$ cat src/design/sbq_pkg.sv
`default_nettype none
// ----------------------------------------------------------------------------
// sbq_pkg
// Shared types, codes and the microcode table of the subleq core.
// ----------------------------------------------------------------------------
package sbq_pkg;

  // operation codes of an input item
  typedef enum logic [1:0] {
    OP_WRITE   = 2'd0,
    OP_READ    = 2'd1,
    OP_EXEC    = 2'd2,
    OP_RESTART = 2'd3
  } op_e;

  // instruction word layout
  localparam int unsigned FIELD_A_HI = 31;
  localparam int unsigned FIELD_A_LO = 22;
  localparam int unsigned FIELD_B_HI = 21;
  localparam int unsigned FIELD_B_LO = 12;
  localparam int unsigned FIELD_C_HI = 11;
  localparam int unsigned FIELD_C_LO = 2;
  localparam int unsigned HALT_BIT   = 0;

  // microcode step numbers
  typedef logic [3:0] step_t;

  localparam step_t ST_WRITE   = 4'd0;
  localparam step_t ST_READ0   = 4'd1;
  localparam step_t ST_READ1   = 4'd2;
  localparam step_t ST_FETCH   = 4'd3;
  localparam step_t ST_DECODE  = 4'd4;
  localparam step_t ST_OPER_B  = 4'd5;
  localparam step_t ST_WBACK   = 4'd6;
  localparam step_t ST_HALT    = 4'd7;
  localparam step_t ST_RESTART = 4'd8;

  // memory address source
  typedef enum logic [1:0] {
    ADDR_IN,
    ADDR_PC,
    ADDR_A,
    ADDR_B
  } addr_sel_e;

  // memory write data source
  typedef enum logic {
    WD_IN,
    WD_DIFF
  } wd_sel_e;

  // result data source
  typedef enum logic [1:0] {
    RES_ZERO,
    RES_MEM,
    RES_DIFF
  } res_sel_e;

  // program counter update
  typedef enum logic [1:0] {
    PC_HOLD,
    PC_CLEAR,
    PC_BRANCH
  } pc_op_e;

  // one control word
  typedef struct packed {
    logic      rd_en;
    logic      wr_en;
    addr_sel_e addr_sel;
    wd_sel_e   wd_sel;
    logic      latch_inst;
    logic      latch_opa;
    logic      jmp_halt;
    step_t     jmp_target;
    logic      done;
    res_sel_e  res_sel;
    pc_op_e    pc_op;
    logic      halt_flag;
  } ctrl_t;

  localparam ctrl_t CTRL_IDLE = '{
    rd_en: 1'b0, wr_en: 1'b0, addr_sel: ADDR_IN, wd_sel: WD_IN,
    latch_inst: 1'b0, latch_opa: 1'b0, jmp_halt: 1'b0, jmp_target: ST_WRITE,
    done: 1'b0, res_sel: RES_ZERO, pc_op: PC_HOLD, halt_flag: 1'b0
  };

  // first step of each operation
  function automatic step_t entry_step(input logic [1:0] op);
    step_t s;
    case (op)
      OP_WRITE: s = ST_WRITE;
      OP_READ:  s = ST_READ0;
      OP_EXEC:  s = ST_FETCH;
      default:  s = ST_RESTART;
    endcase
    return s;
  endfunction

  // microcode table
  function automatic ctrl_t ucode(input step_t s);
    ctrl_t c;
    c = CTRL_IDLE;
    case (s)
      ST_WRITE: begin
        c.wr_en = 1'b1;
        c.done  = 1'b1;
      end
      ST_READ0: begin
        c.rd_en = 1'b1;
      end
      ST_READ1: begin
        c.done    = 1'b1;
        c.res_sel = RES_MEM;
      end
      ST_FETCH: begin
        c.rd_en    = 1'b1;
        c.addr_sel = ADDR_PC;
      end
      ST_DECODE: begin
        c.rd_en      = 1'b1;
        c.addr_sel   = ADDR_A;
        c.latch_inst = 1'b1;
        c.jmp_halt   = 1'b1;
        c.jmp_target = ST_HALT;
      end
      ST_OPER_B: begin
        c.rd_en     = 1'b1;
        c.addr_sel  = ADDR_B;
        c.latch_opa = 1'b1;
      end
      ST_WBACK: begin
        c.wr_en    = 1'b1;
        c.addr_sel = ADDR_B;
        c.wd_sel   = WD_DIFF;
        c.done     = 1'b1;
        c.res_sel  = RES_DIFF;
        c.pc_op    = PC_BRANCH;
      end
      ST_HALT: begin
        c.done      = 1'b1;
        c.halt_flag = 1'b1;
      end
      ST_RESTART: begin
        c.done  = 1'b1;
        c.pc_op = PC_CLEAR;
      end
      default: begin
        c.done = 1'b1;
      end
    endcase
    return c;
  endfunction

endpackage
`default_nettype wire

$ cat src/design/sbq_sequencer.sv
`default_nettype none
// ----------------------------------------------------------------------------
// sbq_sequencer
// Step counter over the microcode table: picks the entry step of an accepted
// item, steps or jumps on the halt bit, and ends the item on a done step.
// ----------------------------------------------------------------------------
module sbq_sequencer (
  input  wire logic          clk_i,
  input  wire logic          rst_ni,
  input  wire logic          start,
  input  wire logic [1:0]    operation_i,
  input  wire logic          halt_i,
  output logic               busy_o,
  output sbq_pkg::ctrl_t     ctrl_o
);
  import sbq_pkg::*;

  logic  busy_q, busy_d;
  step_t upc_q, upc_d;
  step_t step;
  logic  active;

  // current step: entry of a new item or the stored step
  always_comb begin
    active = busy_q | start;
    step   = busy_q ? upc_q : entry_step(operation_i);
    ctrl_o = active ? ucode(step) : CTRL_IDLE;
  end

  // next step
  always_comb begin
    busy_d = active & ~ctrl_o.done;
    upc_d  = upc_q;
    if (active) begin
      if (ctrl_o.jmp_halt && halt_i) begin
        upc_d = ctrl_o.jmp_target;
      end else begin
        upc_d = step + step_t'(1);
      end
    end
  end

  always_ff @(posedge clk_i or negedge rst_ni) begin
    if (!rst_ni) begin
      busy_q <= 1'b0;
      upc_q  <= ST_WRITE;
    end else begin
      busy_q <= busy_d;
      upc_q  <= upc_d;
    end
  end

  assign busy_o = busy_q;

endmodule
`default_nettype wire

$ cat config.mk
export PLATFORM = sky130hd
export DESIGN_NAME = sbq_sequencer
export DESIGN_NICKNAME = d
export VERILOG_FILES = /design/src/design/sbq_pkg.sv /design/src/design/sbq_sequencer.sv
export SDC_FILE = /design/constraint.sdc
export NUM_CORES = 1
export LEC_CHECK = 0
export ABC_CLOCK_PERIOD_IN_PS = 5580
export BUFFER_PORTS_ARGS = -buffer_cell sky130_fd_sc_hd__buf_4
export CAP_MARGIN = 20
export CORE_AREA = 2 2 39 41
export DETAILED_ROUTE_END_ITERATION = 8
export DIE_AREA = 0 0 41 43
export HOLD_SLACK_MARGIN = 0.03
export PLACE_DENSITY = 0.78
export SLEW_MARGIN = 20
export SYNTH_ARGS = -nofsm -noshare
export SYNTH_HDL_FRONTEND = slang
export SYNTH_SLANG_ARGS = --single-unit
$ cat constraint.sdc
create_clock -name clk_i -period 5.58 [get_ports clk_i]
set_input_delay 1.116 -clock clk_i [delete_from_list [all_inputs] [get_ports clk_i]]
set_output_delay 1.116 -clock clk_i [all_outputs]
set_load 0.02 [all_outputs]
## Word-level counts from Yosys, hierarchy flattened

Index checks and enable logic that the tools add are counted.

- Add/sub/neg operators: 1
- Equality and inequality tests: 10
- Muxes and demuxes: 15
- Bitwise gates (word level): 3
- Reduce and logical (&&, ||, !) cells: 6

Operators with widths:

| operator | count |
|---|---|
| 18-bit two-way mux | 1 |
| 4-bit by 3-bit equality test with 1-bit output (second input constant) | 4 |
| 4-bit one-hot mux with 3 select lines | 1 |
| 4-bit by 2-bit equality test with 1-bit output (second input constant) | 2 |
| 4-bit two-way mux | 2 |
| 2-bit one-hot mux with 2 select lines | 2 |
| 1-bit two-way mux | 7 |
| 2-bit one-hot mux with 3 select lines | 1 |
| 5-bit two-way mux | 1 |
| 4-bit by 1-bit adder with 4-bit output (second input constant) | 1 |
| 4-bit by 1-bit equality test with 1-bit output (second input constant) | 1 |
| 4-bit equality test (second input constant) | 1 |
| 4-bit logical NOT | 1 |
| 2-bit OR reduction | 2 |
| 4-bit OR reduction | 1 |
| 2-bit by 1-bit equality test with 1-bit output (second input constant) | 1 |
| 2-bit equality test (second input constant) | 1 |
| 2-bit logical NOT | 1 |
| 1-bit bitwise AND | 1 |
| 1-bit logical AND | 1 |
| 1-bit NOT | 1 |
| 1-bit OR | 1 |

- Register bits after elaboration: 5
- Input port bits: 6

## Depth between registers and ports, before layout

- Depth after elaboration: 9
- Depth in mapped cells: 9
- Depth with buffers taken out: 8

## Worst setup path before layout

Ideal clock, no wire load.

- Kind: in2out
- From: input port operation_i[0]
- To: output port ctrl_o[5] (netlist name)
- Arrival: 2.704 ns
- Data required time: 4.464 ns
- Setup slack: 1.760 ns
- Cell stages on the path: 8
- Buffers on the path: 0
- Cell sequence: inv_1 ha_1 mux2i_1 inv_1 ha_1 a21oi_1 nor2_1 nor3_1

RTL lines:

| item | RTL line | RTL |
|---|---|---|
| start, declared | sbq_sequencer.sv:11 | `input wire logic [1:0] operation_i,` |
| end, declared | sbq_sequencer.sv:14 | `output sbq_pkg::ctrl_t ctrl_o` |

==> results.json <==
{
  "syn_area_per_cell_um2": 8.96,
  "critPathCaptureType": "primary output",
  "std_cell_rows": 14,
  "synth_area_um2": 627,
  "synthCells": 70,
  "cts.sinks": 5,
  "start_kind": "primary input",
  "p_per_area_nw_per_um2": 404,
  "min_period_ns": 4.06,
  "drive_above_1_share": 0.437,
  "clk_path_buf_depth": 2,
  "die_w_um": 41,
  "area_growth_pct": 22.4,
  "tns_ns": 0,
  "cp_cell_sequence": "buf_4, inv_1, ha_1, mux2i_1, inv_1, ha_1, a21oi_1, nor2_1, a221o_1, buf_4",
  "drt-total-wl_mm": 1.22,
  "io_buffers": 23,
  "syn_nets": 82,
  "antenna_found_initial": 0,
  "dr.pass1.iters": 2,
  "grt_usage": 0.164,
  "grt_pass1_vias": 491,
  "dp_hpwl_mm": 1.00,
  "slew_headroom": 0.663,
  "drtIter0Drc": 4,
  "clk_latency_ns": 0.24,
  "status": "complete, no violations",
  "vias": 542,
  "clkTransAtPathRegs_ns": 0.04,
  "place_congestion": 0.825,
  "cts_resized": 0,
  "yosysWarnings": 0,
  "nFillCells": 127,
  "final_cells": 103,
  "critPathArrivalTime_ns": 2.94,
  "cts_setup_buffers": 0,
  "fp.dieArea_um2": 1760,
  "min_path_type": "flop to flop",
  "crit_fanout": 7,
  "max_freq_mhz": 247,
  "hold_violations": 0,
  "vias_per_cell": 5.26,
  "peakVddDrop_mv": 0.219,
  "antennaDiodeCount": 0,
  "grt_max_degree": 18,
  "cts_tree": "done",
  "core_um2": 1380,
  "cts_hold_buf": 0,
  "finalMaxSlewViolations": 0,
  "wire_per_inst_um": 11.9,
  "io_pins": 25,
  "preCtsSetupSlack_ns": 1.52,
  "layout_common_cells": "23 x buf_4, 6 x ha_1, 5 x nor2_1, 5 x dfrtp_1",
  "crit_buf_inv": 4,
  "grt_pass1_wl_mm": 1.99,
  "cts_made_buffers": 3,
  "finalNetCount": 100,
  "h-tree-depth": 1,
  "critPathMaxStageDelay_ns": 0.31,
  "ctsRootBufferMaster": "clkbuf_4",
  "setup_viol": 0,
  "cp.required_ns": 4.46,
  "setup_ws_ns": 1.52,
  "leakage_nw": 0.372,
  "path_class": "primary input to primary output",
  "seq_area_frac_synth": 0.200,
  "ys_seq_elements": 5,
  "tightest_slew_ns": 0.506,
  "drv_cap": 0,
  "mostFrequentLayoutCell": "buf_4",
  "ant_nets": 0,
  "grt_overflow_total": 0,
  "initial_core_util": 0.453,
  "critPathSlowestCell": "ha_1",
  "drcViolationCount": 0,
  "die_h_um": 43,
  "finClkSkew_ns": 0.00340,
  "power_mw": 0.310,
  "place_inst": 99,
  "worst_path_dominant_cell_family": "adder cells",
  "rsz0062_at_grt": "no",
  "finalCritPeriodShare": 0.727,
  "ys_types": 34
}
-- power by group --
group	switching (mW)	total [mW]	internal (mW)
clock	0.0141	0.0411	0.0270
combinational	0.0993	0.187	0.0873
sequential	0.0305	0.0823	0.0518
total	0.144	0.310	0.166
-- Yosys cell counts (all sizes together) --
cell / count / area [um2]
buf: 10 / 78.8
ha: 6 / 75.1
and2: 5 / 36.3
dfrtp: 5 / 125
nor2: 5 / 18.8
a21oi: 4 / 20.0
inv: 4 / 15.0
o21ai: 3 / 15.0
mux2: 2 / 22.5
mux2i: 2 / 20.0
nand2b: 2 / 12.5
nand3: 2 / 22.5
nor3: 2 / 15.0
o21a: 2 / 15.0
a221o: 1 / 10.0
a2bb2oi: 1 / 8.76
a31o: 1 / 8.76
a31oi: 1 / 6.26
a41oi: 1 / 16.3
and3b: 1 / 10.0
conb: 1 / 3.75
nand2: 1 / 3.75
nand3b: 1 / 7.51
nor3b: 1 / 12.5
o22ai: 1 / 6.26
o2bb2ai: 1 / 8.76
o31a: 1 / 10.0
or2: 1 / 6.26
or2b: 1 / 7.51
xnor2: 1 / 8.76
-- per-layer routing --
metal,GRT usage,up-vias,part of all wire
met3,0.0785,0,0.074
met5,0,-,0
met1,0.199,253,0.44
li1,-,271,-
met2,0.259,18,0.49
met4,0.0267,0,0
-- logic make-up after synthesis --
| family | share of synthesized area |
|---|---|
| simple gates | 0.244 |
| compound gates | 0.200 |
| buf+inv | 0.150 |
| fa+ha+maj | 0.120 |
| flops | 0.200 |
| mux | 0.0679 |
| other cells | 0.00598 |
| xor+xnor | 0.0140 |
-- stage by stage --
| stage | util | area [um2] | hold slack, ns |
|---|---|---|---|
| after floorplan | - | 627 | 0.520 |
| after global placement | 0.535 | 741 | 0.570 |
| after detailed placement | 0.535 | 741 | 0.580 |
| after CTS | 0.554 | 767 | 0.586 |
| after global routing | 0.554 | 767 | 0.595 |
| final | 0.554 | 767 | 0.578 |
-- worst paths after layout --
path / from / to / slack, ns / cells past startpoint
min reg2reg: upc_q[1] / upc_q[1] / 0.58 / 1
min: upc_q[1] / upc_q[1] / 0.58 / 1
min in group asynchronous: rst_ni / upc_q[2] / 0.67 / 1
max in group asynchronous: rst_ni / upc_q[0] / 4.81 / 1
max reg2reg: busy_o / busy_o / 3.42 / 6
max: operation_i[0] / ctrl_o[17] / 1.52 / 10
-- registers in the layout, indices dropped and copies added, names as in the netlist --
name,count
busy_o,1
upc_q,4
-- area by class of cell --
| class | instances | area [um2] | area share |
|---|---|---|---|
| clock buffers | 4 | 26.3 | 0.0343 |
| inverters | 4 | 15.0 | 0.0196 |
| multi-input cells | 51 | 408 | 0.532 |
| repair buffers | 23 | 173 | 0.225 |
| well taps | 16 | 20.0 | 0.0261 |
| flip-flops and latches | 5 | 125 | 0.163 |
Note: power is estimated with default switching activity, not from simulation.
